[config.mk]
export PLATFORM = sky130hd
export DESIGN_NAME = websocket_client_deframer_top
export DESIGN_NICKNAME = d
export VERILOG_FILES = /design/src/hdl/wsd_pkg.sv /design/src/hdl/websocket_client_deframer_top.sv /design/src/hdl/wsd_parser.sv /design/src/hdl/wsd_out_fifo.sv
export SDC_FILE = /design/constraint.sdc
export NUM_CORES = 1
export LEC_CHECK = 0
export ABC_AREA = 1
export BUFFER_PORTS_ARGS = -buffer_cell sky130_fd_sc_hd__buf_2
export CAP_MARGIN = 5
export CORE_MARGIN = 2
export CORE_UTILIZATION = 55
export DETAILED_ROUTE_END_ITERATION = 16
export MAX_ROUTING_LAYER = met4
export PLACE_DENSITY = 0.8
export SETUP_SLACK_MARGIN = 0.15
export SYNTH_ARGS = -nofsm -noshare
export SYNTH_HDL_FRONTEND = slang
export SYNTH_SLANG_ARGS = --single-unit
[constraint.sdc]
create_clock -name clk -period 3 [get_ports clk]
set_clock_uncertainty 0.2 [all_clocks]
set_input_delay 0 -clock clk [delete_from_list [all_inputs] [get_ports clk]]
set_output_delay 0 -clock clk [all_outputs]
set_load 0.01 [all_outputs]
[src/hdl/wsd_pkg.sv]
// ----------------------------------------------------------------------------
// wsd_pkg
// shared types and codes for the websocket client deframer
// ----------------------------------------------------------------------------
package wsd_pkg;

    // result event codes
    localparam logic [1:0] EV_TEXT   = 2'd0;
    localparam logic [1:0] EV_ACCEPT = 2'd1;
    localparam logic [1:0] EV_REJECT = 2'd2;
    localparam logic [1:0] EV_EMPTY  = 2'd3;

    // input action codes
    localparam logic ACT_BYTE  = 1'b0;
    localparam logic ACT_START = 1'b1;

    // byte constants
    localparam logic [7:0] CHAR_CR   = 8'h0D;
    localparam logic [7:0] CHAR_LF   = 8'h0A;
    localparam logic [7:0] CHAR_ONE  = 8'h31;
    localparam logic [7:0] CHAR_ZERO = 8'h30;
    localparam logic [3:0] OPC_TEXT  = 4'h1;
    localparam logic [3:0] OPC_MASK  = 4'hF;
    localparam logic [6:0] LEN_MASK  = 7'h7F;
    localparam logic [6:0] LEN_EXT16 = 7'd126;

    typedef struct packed {
        logic       action;
        logic [7:0] data_byte;
    } in_item_t;

    typedef struct packed {
        logic [1:0] event_res;
        logic [7:0] payload_byte;
        logic       last;
    } res_t;

endpackage

[src/hdl/websocket_client_deframer_top.sv]
// ----------------------------------------------------------------------------
// websocket_client_deframer_top
// receive-side deframer for a client websocket connection
// ----------------------------------------------------------------------------
// Feed received bytes with s_tuser = 0 and send one transfer with s_tuser = 1
// to start a new connection. After a start the block scans the http upgrade
// reply up to cr lf cr lf and reports accept (event 1) if "101" appeared in
// the header bytes, else reject (event 2) and ignores bytes until the next
// start. Then it walks frame headers (opcode in the low nibble of byte 0,
// 7-bit length in byte 1, 126 selects a 16-bit big-endian length; the mask
// bit is ignored and 127 is taken as 127 bytes) and streams payload bytes of
// text frames as event 0 with tlast on the final byte; an empty text frame
// gives event 3 and other frames are dropped. One byte is taken every cycle:
// each transfer is held in the input register, is parsed in a single pass
// and lands in a two-entry result queue, which registers the result; the
// input stalls only when that queue is full.
// ----------------------------------------------------------------------------
module websocket_client_deframer_top (
    input  logic       clk,
    input  logic       rst_n,
    input  logic       s_tvalid,
    output logic       s_tready,
    input  logic [7:0] s_tdata,   // [7:0] data_byte
    input  logic       s_tuser,   // [0] action
    output logic       m_tvalid,
    input  logic       m_tready,
    output logic [7:0] m_tdata,   // [7:0] payload_byte
    output logic [1:0] m_tuser,   // [1:0] event_res
    output logic       m_tlast
);

    // input register
    wsd_pkg::in_item_t item_reg;
    logic              item_valid_reg;

    logic              advance;
    logic              res_valid;
    wsd_pkg::res_t     res;
    logic              fifo_room;
    wsd_pkg::res_t     out_res;

    // an item is parsed once the result queue can take whatever it yields
    assign advance  = item_valid_reg && fifo_room;
    assign s_tready = !item_valid_reg || advance;

    always_ff @(posedge clk or negedge rst_n)
    begin
        if (!rst_n)
            item_valid_reg <= 1'b0;
        else if (s_tready)
            item_valid_reg <= s_tvalid;
    end

    // payload register, no reset needed
    always_ff @(posedge clk)
    begin
        if (s_tready && s_tvalid)
        begin
            item_reg.action    <= s_tuser;
            item_reg.data_byte <= s_tdata;
        end
    end

    wsd_parser u_parser (
        .clk       (clk),
        .rst_n     (rst_n),
        .advance   (advance),
        .item      (item_reg),
        .res_valid (res_valid),
        .res       (res)
    );

    wsd_out_fifo u_out_fifo (
        .clk      (clk),
        .rst_n    (rst_n),
        .wr_en    (advance && res_valid),
        .wr_data  (res),
        .has_room (fifo_room),
        .rd_valid (m_tvalid),
        .rd_en    (m_tready),
        .rd_data  (out_res)
    );

    assign m_tdata = out_res.payload_byte;
    assign m_tuser = out_res.event_res;
    assign m_tlast = out_res.last;

endmodule

[src/hdl/wsd_parser.sv]
// ----------------------------------------------------------------------------
// wsd_parser
// handshake scan and frame header state machine, one byte per cycle while advance is high
// ----------------------------------------------------------------------------
module wsd_parser (
    input  logic              clk,
    input  logic              rst_n,
    input  logic              advance,
    input  wsd_pkg::in_item_t item,
    output logic              res_valid,
    output wsd_pkg::res_t     res
);

    typedef enum logic [2:0] {
        PH_CLOSED    = 3'd0,
        PH_HANDSHAKE = 3'd1,
        PH_HDR0      = 3'd2,
        PH_HDR1      = 3'd3,
        PH_EXT_HI    = 3'd4,
        PH_EXT_LO    = 3'd5,
        PH_PAYLOAD   = 3'd6
    } phase_t;

    phase_t      phase_reg, phase_next;
    logic [1:0]  term_reg, term_next;
    logic [1:0]  stat_reg, stat_next;
    logic        seen_reg, seen_next;
    logic [3:0]  opcode_reg, opcode_next;
    logic [7:0]  len_hi_reg, len_hi_next;
    logic [15:0] left_reg, left_next;

    logic [7:0]  b;
    logic [6:0]  len7;
    logic [15:0] len16;
    logic [15:0] left_dec;

    assign b        = item.data_byte;
    assign len7     = b[6:0] & wsd_pkg::LEN_MASK;
    assign len16    = {len_hi_reg, b};
    assign left_dec = left_reg - 16'd1;

    always_comb
    begin
        phase_next  = phase_reg;
        term_next   = term_reg;
        stat_next   = stat_reg;
        seen_next   = seen_reg;
        opcode_next = opcode_reg;
        len_hi_next = len_hi_reg;
        left_next   = left_reg;
        res_valid   = 1'b0;
        res         = '0;

        if (item.action == wsd_pkg::ACT_START)
        begin
            phase_next  = PH_HANDSHAKE;
            term_next   = 2'd0;
            stat_next   = 2'd0;
            seen_next   = 1'b0;
            opcode_next = 4'd0;
            len_hi_next = 8'd0;
            left_next   = 16'd0;
        end
        else
        begin
            unique case (phase_reg)
                PH_HANDSHAKE:
                begin
                    // "101" search
                    if (stat_reg == 2'd2 && b == wsd_pkg::CHAR_ONE)
                    begin
                        seen_next = 1'b1;
                        stat_next = 2'd1;
                    end
                    else if (stat_reg == 2'd1 && b == wsd_pkg::CHAR_ZERO)
                        stat_next = 2'd2;
                    else if (b == wsd_pkg::CHAR_ONE)
                        stat_next = 2'd1;
                    else
                        stat_next = 2'd0;

                    // cr lf cr lf search
                    if (term_reg == 2'd3 && b == wsd_pkg::CHAR_LF)
                    begin
                        term_next = 2'd0;
                        stat_next = 2'd0;
                        res_valid = 1'b1;
                        if (seen_reg)
                        begin
                            seen_next     = 1'b0;
                            phase_next    = PH_HDR0;
                            res.event_res = wsd_pkg::EV_ACCEPT;
                        end
                        else
                        begin
                            phase_next    = PH_CLOSED;
                            res.event_res = wsd_pkg::EV_REJECT;
                        end
                    end
                    else if (b == wsd_pkg::CHAR_CR)
                        term_next = (term_reg == 2'd2) ? 2'd3 : 2'd1;
                    else if (b == wsd_pkg::CHAR_LF && term_reg == 2'd1)
                        term_next = 2'd2;
                    else
                        term_next = 2'd0;
                end
                PH_HDR0:
                begin
                    opcode_next = b[3:0] & wsd_pkg::OPC_MASK;
                    phase_next  = PH_HDR1;
                end
                PH_HDR1:
                begin
                    if (len7 == wsd_pkg::LEN_EXT16)
                        phase_next = PH_EXT_HI;
                    else if (len7 == 7'd0)
                    begin
                        phase_next = PH_HDR0;
                        if (opcode_reg == wsd_pkg::OPC_TEXT)
                        begin
                            res_valid     = 1'b1;
                            res.event_res = wsd_pkg::EV_EMPTY;
                        end
                    end
                    else
                    begin
                        left_next  = {9'd0, len7};
                        phase_next = PH_PAYLOAD;
                    end
                end
                PH_EXT_HI:
                begin
                    len_hi_next = b;
                    phase_next  = PH_EXT_LO;
                end
                PH_EXT_LO:
                begin
                    if (len16 == 16'd0)
                    begin
                        phase_next = PH_HDR0;
                        if (opcode_reg == wsd_pkg::OPC_TEXT)
                        begin
                            res_valid     = 1'b1;
                            res.event_res = wsd_pkg::EV_EMPTY;
                        end
                    end
                    else
                    begin
                        left_next  = len16;
                        phase_next = PH_PAYLOAD;
                    end
                end
                PH_PAYLOAD:
                begin
                    left_next = left_dec;
                    if (left_dec == 16'd0)
                        phase_next = PH_HDR0;
                    if (opcode_reg == wsd_pkg::OPC_TEXT)
                    begin
                        res_valid        = 1'b1;
                        res.event_res    = wsd_pkg::EV_TEXT;
                        res.payload_byte = b;
                        res.last         = (left_dec == 16'd0);
                    end
                end
                default:
                begin
                    // closed: bytes ignored
                end
            endcase
        end
    end

    always_ff @(posedge clk or negedge rst_n)
    begin
        if (!rst_n)
        begin
            phase_reg  <= PH_CLOSED;
            term_reg   <= 2'd0;
            stat_reg   <= 2'd0;
            seen_reg   <= 1'b0;
            opcode_reg <= 4'd0;
            len_hi_reg <= 8'd0;
            left_reg   <= 16'd0;
        end
        else if (advance)
        begin
            phase_reg  <= phase_next;
            term_reg   <= term_next;
            stat_reg   <= stat_next;
            seen_reg   <= seen_next;
            opcode_reg <= opcode_next;
            len_hi_reg <= len_hi_next;
            left_reg   <= left_next;
        end
    end

endmodule

[src/hdl/wsd_out_fifo.sv]
// ----------------------------------------------------------------------------
// wsd_out_fifo
// two-entry result queue that decouples the parser from the output stall
// ----------------------------------------------------------------------------
module wsd_out_fifo (
    input  logic          clk,
    input  logic          rst_n,
    input  logic          wr_en,
    input  wsd_pkg::res_t wr_data,
    output logic          has_room,
    output logic          rd_valid,
    input  logic          rd_en,
    output wsd_pkg::res_t rd_data
);

    wsd_pkg::res_t mem_reg [2];
    logic          wr_ptr_reg;
    logic          rd_ptr_reg;
    logic [1:0]    count_reg;
    logic          push;
    logic          pop;

    assign has_room = (count_reg != 2'd2);
    assign rd_valid = (count_reg != 2'd0);
    assign push     = wr_en && has_room;
    assign pop      = rd_en && rd_valid;
    assign rd_data  = mem_reg[rd_ptr_reg];

    always_ff @(posedge clk)
    begin
        if (push)
            mem_reg[wr_ptr_reg] <= wr_data;
    end

    always_ff @(posedge clk or negedge rst_n)
    begin
        if (!rst_n)
        begin
            wr_ptr_reg <= 1'b0;
            rd_ptr_reg <= 1'b0;
            count_reg  <= 2'd0;
        end
        else
        begin
            if (push)
                wr_ptr_reg <= ~wr_ptr_reg;
            if (pop)
                rd_ptr_reg <= ~rd_ptr_reg;
            if (push && !pop)
                count_reg <= count_reg + 2'd1;
            else if (pop && !push)
                count_reg <= count_reg - 2'd1;
        end
    end

endmodule

==> impl_results.md, run 1 <==
- Vias in the first global route: 3165
- Relative slew margins: 0.3565
- Grt ovf: 0
- Cell Area, Synth: approximately 3800 um^2
- Routed WL per cell: approximately 15 um
- Post-route setup TNS: 0 ns
- Most common cell in the synthesized netlist: nand2_1
- Max Fanout on Critical Path: 4
- Stages on worst setup path: 13
- Post-synth EDFFs: 31
- VDD IR max: ~0.56 mV
- ANT cells: 0
- Detail Route Antenna Nets: 0
- Final min period: 2.527 ns
- GPL Wtd Cong: between 0.8 and 0.9
- Pin count of the biggest net entering global routing: 42
- Max Clk Rate: 395.7 MHz
- Worst Path Buf+Inv: 2
- RSZ-0062 raised after global routing: false
- Final setup viols: 0
- Clock buffer depth: 2
- Sinks on Clock Net: between 70 and 80
- P_leak: around 0.002 uW
- Antenna violations before repair: 0
- Worst-Margin Slew: roughly 0.97 ns
- Worst setup path start: item_reg[3]
- Synthesis warning total: 0
- Clock root buffer: clkbuf_8
- Fin crit share: 0.8425
- Drt via density: around 5.5
- Worst hold slack: between 0.1 and 0.15 ns
- Mean Syn Cell Area: approximately 8.0 um^2
- Hold Fails Final Rpt: 0
- CP cell instances: inv_1 -> nand3_1 -> nor3_1 -> nand3_1 -> o21ai_0 -> nand2_1 -> nand3_1 -> nand2_1 -> inv_1 -> ha_1 -> a21oi_1 -> o21ai_0 -> xor2_1
- Worst-path clk slew: approximately 0.080 ns
- Via count: between 3000 and 4000
- Max stage delay on crit path: ~0.42 ns
- Largest register FFs: 22
- Resized Gates After CTS: 0
- DRT Pass-1 Iters: 5
- Hold Buf Count CTS: 12
- Delay-heaviest family, CP: simple AND/OR/NAND/NOR gates
- H-tree Lvls: 3
- Count of final max-slew check failures: 0
- DP Wirelength: between 6000 and 7000 um
- CP Capture Type: flop
- Starting Density: 0.5657
- Pwr Density: approximately 840 nW/um^2
- Worst path slowest cell: edfxtp_1
- Synth Flop Type: dfrtp_1
- Status: finished clean
- Syn nets: approximately 490
- Area leader, netlist: dfrtp_1
- WP data arrival: approximately 2.6 ns
- Max-Cap Viols: 0
- Setup bufs post-CTS: 0
- R2R depth: 13
- DRC: 0
- # fillers: ~570
- TritonCTS clock tree: done
- Synth-to-layout area growth: 13.36%
- Core Area: slightly below 7000 um^2
- Ports: 26
- Total GRT Usage: 0.2581
- Synth top area share: 0.2684
- CP startpoint kind: flop
- Routed WL: between 9000 and 10000 um
- Clk Latency, worst-skew pair: around 0.35 ns
- Post-synth cell types: 33
- Layout cells sized above 1: 0.1300
- Die area: about 7600 um^2
- Crit Path Category: reg2reg
- Req. time, crit path: ~3.0 ns
- Die Y: about 87 um
- Final #Nets: roughly 530
- # rows: 30
- First-pass GRT wire length: between 10000 and 15000 um
- Top area cells in the synthesized netlist: dfrtp_1 (27%), edfxtp_1 (24%), nand2_1 (14%)
- Iteration-0 DRC Markers: 362
- Reg2reg start: item_reg[3]
- FFs w/ async S/R, synth: 0.5694
- Top cells by count, synth: nand2_1 (138), inv_1 (60), nor2_1 (53)
- Worst Hold Class: in2async
- Register area share after synthesis: 0.5119
- Synth Instances: ~480
- Crit-path most repeated cell: nand3_1
- Flop and latch count out of synthesis: 72
- CTS buffer count: 9
- Port bufs: 25
- Die W: 87.37 um
## power breakdown
| group | switching [uW] | leakage [uW] | internal (uW) | total [uW] |
|---|---|---|---|---|
| clock | 389 | 0.0000933 | 389 | 777 |
| sequential | 155 | 0.000792 | 1200 | 1360 |
| combinational | 1010 | 0.00111 | 493 | 1500 |
| total | 1550 | 0.00200 | 2080 | 3630 |
## final timing paths
check                                     endpoint  slack, ns
setup / recovery           u_out_fifo.count_reg[1]       0.47
hold reg to reg              u_out_fifo.wr_ptr_reg       0.29
setup reg to reg           u_out_fifo.count_reg[1]       0.47
hold / removal                u_parser.left_reg[4]       0.14
min in group clk                       item_reg[7]       0.16
max in group asynchronous   u_parser.opcode_reg[0]       1.86
## worst reg2reg max path, cell delays in order, from the launching register on
cell	delay, ns
edfxtp_1	0.42
inv_1	0.14
nand3_1	0.11
nor3_1	0.32
nand3_1	0.11
o21ai_0	0.09
nand2_1	0.11
nand3_1	0.13
nand2_1	0.10
inv_1	0.07
ha_1	0.24
a21oi_1	0.11
o21ai_0	0.11
xor2_1	0.16
## logic make-up (layout without fill, tap and decap cells)
logic type / Yosys count / count (layout) / share of synthesized area
fa+ha+maj: 3 / 3 / 0.009821
xor+xnor: 7 / 7 / 0.01604
simple gates: 247 / 247 / 0.2740
flops: 72 / 72 / 0.5119
compound gates: 74 / 74 / 0.1126
buf+inv: 74 / 120 / 0.07561
## per-layer routing
| metal | wire length [um] | global-route usage |
|---|---|---|
| met1 | 4025 | 0.3414 |
| met2 | 4265 | 0.4036 |
| met3 | 505 | 0.03697 |
| met4 | 206 | 0.1007 |
| met5 | 0 | - |
## cell type report
type / instances / area [um^2] / area share
inverters: 65 / 244.0 / 0.05631
clock inverters: 6 / 67.56 / 0.01559
repair buffers: 39 / 260.3 / 0.06006
multi-input cells: 331 / 1577 / 0.3638
flip-flops and latches: 72 / 1957 / 0.4516
well taps: 80 / 100.1 / 0.02310
clock buffers: 10 / 127.6 / 0.02945
## per-stage QoR
stage                     instance area, um^2    util  power [uW]  setup WS, ns  instances
after floorplan                          3822       -        2459        0.6477        477
after global placement                   4018  0.5946        2776        0.6388        575
after detailed placement                 4018  0.5946        2834        0.5049        575
after CTS                                4333  0.6413        3625        0.4966        603
after global routing                     4333  0.6413        3890        0.2517        603
final                                    4333  0.6413        3632        0.4726        603
## cells in the final DEF, fill, tap and decap left out, drive strengths merged
| cell | n |
|---|---|
| nor4 | 1 |
| or2 | 1 |
| a21oi | 14 |
| clkinv | 1 |
| dlygate4sd3 | 12 |
| xor2 | 5 |
| edfxtp | 31 |
| a22oi | 3 |
| clkbuf | 10 |
| a31oi | 3 |
| clkinvlp | 2 |
| o31ai | 2 |
| nand3 | 25 |
| nor3 | 5 |
| buf | 27 |
| and3 | 1 |
| xnor2 | 2 |
| o22ai | 12 |
| dfrtp | 41 |
| nand4 | 8 |
| ha | 3 |
| nand2 | 144 |
| inv | 67 |
| bufinv | 1 |
| nor2 | 60 |
| a211oi | 1 |
| nand3b | 2 |
| o21ai | 39 |
No activity file was read; power rests on OpenSTA's default activity.
==> run 2: changes to the inputs <==
- clock period: 3 -> 2.36 ns (I/O delays scaled with it)
==> run 2 against run 1 <==
  * Critical path depth is 2 lower
  * Non-clock buffer count rose by 46
  * Largest power group unchanged
  * First-iteration DRC count grew 22%
  * Setup slack lost 0.38 ns
  * Highest routed layer unchanged
  * Critical endpoint unchanged
==> impl_results.md, run 2 (same netlist as run 1, synthesis figures left out) <==
- Clk pwr share: 0.190
- CTS buffer count: 9
- CP cell instances: nor2_2 -> nand2_2 -> nand2_2 -> inv_2 -> a211oi_4 -> nand2_2 -> inv_2 -> ha_4 -> a21oi_2 -> o21ai_2 -> xor2_1
- DP Wirelength: roughly 6600 um
- Switching share of power: 0.4309
- Internal: 2898 uW
- Worst-Margin Slew: roughly 0.96 ns
- Sinks on Clock Net: 72
- Max stage delay on crit path: roughly 0.46 ns
- TritonCTS clock tree: done
- Worst hold slack: 0.1317 ns
- RSZ-0062 raised after global routing: true
- Die area: between 7000 and 8000 um^2
- Sequential Power Share: 0.340
- Final Core Density: 0.7207
- Iteration-0 DRC Markers: approximately 440
- Die Y: ~87 um
- Via count: approximately 3700
- Starting Density: 0.5657
- DRT Pass-1 Iters: 5
- ANT cells: 0
- Port bufs: 25
- GPL Wtd Cong: around 0.95
- Switch Pwr: between 2000 and 2500 uW
- Clock root buffer: clkbuf_8
- Worst path slowest cell: dfrtp_1
- P_leak: approximately 0.0023 uW
- Placed cell count: a little under 600
- Hold Fails Final Rpt: 0
- Comb power frac: 0.470
- Req. time, crit path: roughly 2.4 ns
- Most frequent cells in the layout: nand2_1 (134), inv_1 (48), buf_4 (45)
- Clock buffer depth: 2
- Final #Nets: 580
- Largest register FFs: 22
- Pin count of the biggest net entering global routing: 42
- H-tree Lvls: 3
- Commonest non-fill, non-tap cell in the layout: nand2_1
- Core Area: around 6800 um^2
- Die W: 87.37 um
- # rows: 30
- Max-Cap Viols: 0
- VDD IR max: around 0.58 mV
- Crit Path Category: reg2reg
- Drt via density: 5.741
- Ports: 26
- Detail Route Antenna Nets: 0
- Grt ovf: 0
- CP startpoint kind: flop
- Total GRT Usage: 0.2817
- Final Non-Filler Cells: approximately 650
- Layout cells sized above 1: 0.2707
- Final setup viols: 0
- Routed WL: approximately 11000 um
- Status: finished clean
- Worst Hold Class: in2async
- DRC: 0
- R2R Setup Slk: roughly 0.09 ns
- Max Clk Rate: roughly 440 MHz
- Antenna violations before repair: 0
- Routed WL per cell: between 15 and 20 um
- CP Capture Type: flop
- Count of final max-slew check failures: 0
- Pwr Density: approximately 1000 nW/um^2
- Final min period: around 2.3 ns
- Crit-path most repeated cell: nand2_2
- Relative slew margins: 0.3590
- Synth-to-layout area growth: 27.40%
- Clk Latency, worst-skew pair: between 0.3 and 0.4 ns
- WP data arrival: between 2 and 2.5 ns
- Fin crit share: 0.9615
- Vias in the first global route: between 3000 and 4000
- Worst-path clk slew: around 0.08 ns
- First-pass GRT wire length: between 15000 and 20000 um
- Max Fanout on Critical Path: 5
[run 2: cell count changes in the layout (fill, tap and decap cells not counted), moves of 3 or more]
cell | previous run | this run
inv_1 | 60 | 48
o21ai_2 | 4 | 7
nor2_2 | 6 | 10
nand3_1 | 24 | 19
nand3_2 | 1 | 5
nor2_4 | 1 | 6
nand2_1 | 138 | 134
buf_4 | 2 | 45
inv_2 | 5 | 17
nor2_1 | 53 | 44
o21ai_0 | 20 | 17
[run 2: routing by layer]
| metal | wire length, um | track usage | up-vias |
|---|---|---|---|
| li1 | - | - | 1723 |
| met1 | 4312 | 0.3502 | 1753 |
| met2 | 5088 | 0.4456 | 194 |
| met3 | 807 | 0.06635 | 56 |
| met4 | 409 | 0.1133 | 0 |
| met5 | 0 | - | - |
[run 2: cell type report]
class / count / area, um^2
Timing Repair Buffer: 85 / 625.6
Tap cell: 80 / 100.1
Fill cell: 467 / 1887
Inverter: 65 / 244.0
Clock inverter: 6 / 60.06
Multi-Input combinational cell: 331 / 1755
Sequential cell: 72 / 1957
Clock buffer: 10 / 127.6
[run 2: worst max-delay path, delay by kind of cell (launching register included)]
kind	cells	cell delay, ns
and+or+nand+nor	4	0.56
DFF	1	0.46
AOI/OAI and AO/OA	3	0.43
adders and majority gates	1	0.20
xor gates and xnor gates	1	0.15
buffers and inverters	2	0.14
[run 2: stage by stage]
step	total power (uW)	setup WS (ns)	TNS [ns]	instance area, um^2
after global placement	3637	0.07953	0	4188
after detailed placement	3696	-0.01196	-0.01196	4188
after global routing	5423	0.01577	0	4870
after floorplan	3128	0.1503	0	3830
final	5092	0.09094	0	4870
after CTS	4719	0.1519	0	4593
[run 2: repair_timing]
action,in CTS,in global routing
endpoints found under the setup margin,1,41
gates cloned,0,1
pin swaps,6,17
resized for setup,10,43
hold buffers,12,0
hold endpoints to repair,62,0
setup buffers,10,15
[run 2: worst paths after layout]
path	cells after the start	from	endpoint
min in group clk	2	s_tdata[3]	item_reg[3]
max in group asynchronous	2	rst_n	u_parser.seen_reg
setup reg to reg	11	u_parser.phase_reg[1]	u_out_fifo.count_reg[1]
setup / recovery	11	u_parser.phase_reg[1]	u_out_fifo.count_reg[1]
hold reg to reg	2	u_parser.len_hi_reg[3]	u_parser.len_hi_reg[3]
hold / removal	2	rst_n	u_parser.left_reg[2]
[run 2: power groups by stage]
stage | Combinational, uW | Clock [uW] | Sequential, uW
2_1_floorplan | 1460 | 0 | 1670
3_5_place_dp | 1970 | 0 | 1730
5_1_grt | 2640 | 1020 | 1760
3_3_place_gp | 1920 | 0 | 1720
6_report | 2390 | 966 | 1730
4_1_cts | 2050 | 971 | 1700
==> run 3: changes to the inputs <==
- CELL_PAD_IN_SITES_DETAIL_PLACEMENT: unset -> 1
- CELL_PAD_IN_SITES_GLOBAL_PLACEMENT: unset -> 2
- CORE_UTILIZATION: 55 -> 36
- PLACE_DENSITY: 0.8 -> 0.85
==> run 3 against run 2 <==
  * Core utilization decreased by 23 points
  * Setup slack got worse by 0.031 ns
  * Critical path depth up 3
  * Die area up 50%
  * Sequential power about the same
  * Clock power grew 17%
  * Register-to-register slack worse by 0.03 ns
  * First-iteration DRC count shrank 66%
  * Maximum frequency down 1.3%
  * Clock-buffer cell count is the same
  * Cell count rose by 9.4%
  * Critical endpoint unchanged
  * Highest routed layer unchanged
==> impl_results.md, run 3 (same netlist as run 1, synthesis figures left out) <==
- DP Wirelength: between 8000 and 9000 um
- Hold Fails Final Rpt: 0
- Status: finished clean
- Pin count of the biggest net entering global routing: 42
- Ports: 26
- R2R Setup Slk: approximately 0.060 ns
- Largest register FFs: 22
- RSZ-0062 raised after global routing: true
- Max-Cap Viols: 0
- Max Clk Rate: ~430 MHz
- DRC: 0
- CP startpoint kind: flop
- Relative slew margins: 0.3346
- R2R depth: 14
- Synth-to-layout area growth: 32.08%
- Sinks on Clock Net: a little over 70
- Final Core Density: 0.4890
- ANT cells: 0
- Reg2reg start: item_reg[0]
- Total GRT Usage: 0.2175
- VDD IR max: about 0.46 mV
- CTS buffer count: 9
- CP Capture Type: flop
- Iteration-0 DRC Markers: between 150 and 200
- Placed cell count: between 600 and 700
- Fin worst setup slack: 0.06028 ns
- Routed WL per cell: 16.74 um
- Final Non-Filler Cells: between 700 and 800
- Max Fanout on Critical Path: 3
- Vias in the first global route: about 3800
- Worst R2R End: u_out_fifo.count_reg[1]
- Most frequent cells in the layout: nand2_1 (131), buf_4 (48), inv_1 (47)
- GPL Wtd Cong: 0.8110
- Final #Nets: ~600
- Drt via density: roughly 5.0
- WP data arrival: between 2 and 2.5 ns
- Final setup viols: 0
- Via count: about 3600
- Worst-path clk slew: 0.09 ns
- TritonCTS clock tree: done
- Starting Density: 0.3703
- Die Y: between 100 and 150 um
- Core Area: a little over 10000 um^2
- Fin crit share: 0.9745
- # rows: 37
- Routed WL: around 12000 um
- H-tree Lvls: 3
- DP Worst Slack: -0.01884 ns
- Worst-Margin Slew: roughly 1 ns
- Clock root buffer: clkbuf_8
- Antenna violations before repair: 0
- Crit Path Category: reg2reg
- Count of final max-slew check failures: 0
- Die W: between 100 and 150 um
- Req. time, crit path: around 2.4 ns
- Detail Route Antenna Nets: 0
- Clk Latency, worst-skew pair: 0.36 ns
- Commonest non-fill, non-tap cell in the layout: nand2_1
- Die area: between 10000 and 15000 um^2
- Port bufs: 25
- Final min period: 2.300 ns
- Layout cells sized above 1: 0.2979
- Pwr Density: roughly 1100 nW/um^2
- P_leak: 0.002285 uW
- Worst Hold Class: in2async
- First-pass GRT wire length: roughly 19000 um
- Clock buffer depth: 2
- Grt ovf: 0
- DRT Pass-1 Iters: 4
-- run 3: cell count changes in the layout (fill, tap and decap cells not counted), sizes merged --
| cell | change |
|---|---|
| buf | +5 |
| clkinv | -3 |
| inv | +2 |
| bufinv | +1 |
-- run 3: worst max-delay path by stage --
stage / from / to / depth (start not counted)
detailed placement: item_reg[3] / u_out_fifo.count_reg[1] / 13
global route: item_reg[1] / u_out_fifo.count_reg[1] / 14
finish: item_reg[0] / u_out_fifo.count_reg[1] / 14
floorplan: item_reg[3] / u_out_fifo.count_reg[1] / 13
global placement: u_parser.phase_reg[1] / u_out_fifo.count_reg[1] / 11
CTS: item_reg[0] / u_out_fifo.count_reg[1] / 14
-- run 3: report_power, final --
group	internal (uW)	switching (uW)
sequential	1530	189
combinational	1030	1640
clock	602	526
-- run 3: repair_timing --
item	in CTS	in global routing
resized for setup	7	59
gates cloned	0	1
hold endpoints to repair	53	0
hold buffers	12	0
setup endpoints to repair	14	30
buffers inserted	3	17
pin swaps	1	18
-- run 3: area by class of cell --
cell class	instances	area, um^2
Inverter	65	244.0
Sequential cell	72	1962
Clock inverter	6	90.09
Tap cell	136	170.2
Multi-Input combinational cell	331	1775
Timing Repair Buffer	90	679.4
Clock buffer	10	127.6
Fill cell	1248	5275
-- run 3: metrics by stage --
| step | setup TNS (ns) | hold slack (ns) | cell area, um^2 | total power (uW) |
|---|---|---|---|---|
| after floorplan | 0 | -0.4956 | 3830 | 3128 |
| after global placement | 0 | -0.02345 | 4345 | 3855 |
| after detailed placement | -0.01884 | -0.02128 | 4345 | 3938 |
| after CTS | 0 | 0.1252 | 4723 | 5110 |
| after global routing | -0.2358 | 0.1578 | 5049 | 5905 |
| final | 0 | 0.1336 | 5049 | 5513 |
-- run 3: critical path, stage by stage, from the launching register on --
cell and delay [ns]:
edfxtp_1 0.46, inv_2 0.09, nand2_1 0.09, nor2_1 0.16, nand2_1 0.13, nand3_1 0.10
o21ai_1 0.08, nand2_1 0.11, nand3_2 0.09, nand2_2 0.09, inv_2 0.05, ha_4 0.22
a21oi_2 0.10, o21ai_1 0.09, xor2_1 0.14
-- run 3: routing by layer --
layer  vias up  routed length, um  global-route usage
met5         -                  0                   -
met4         0                236             0.06865
met3        20                344             0.03587
met2        51               6084              0.3721
met1      1760               5222              0.2630
li1       1742                  -                   -
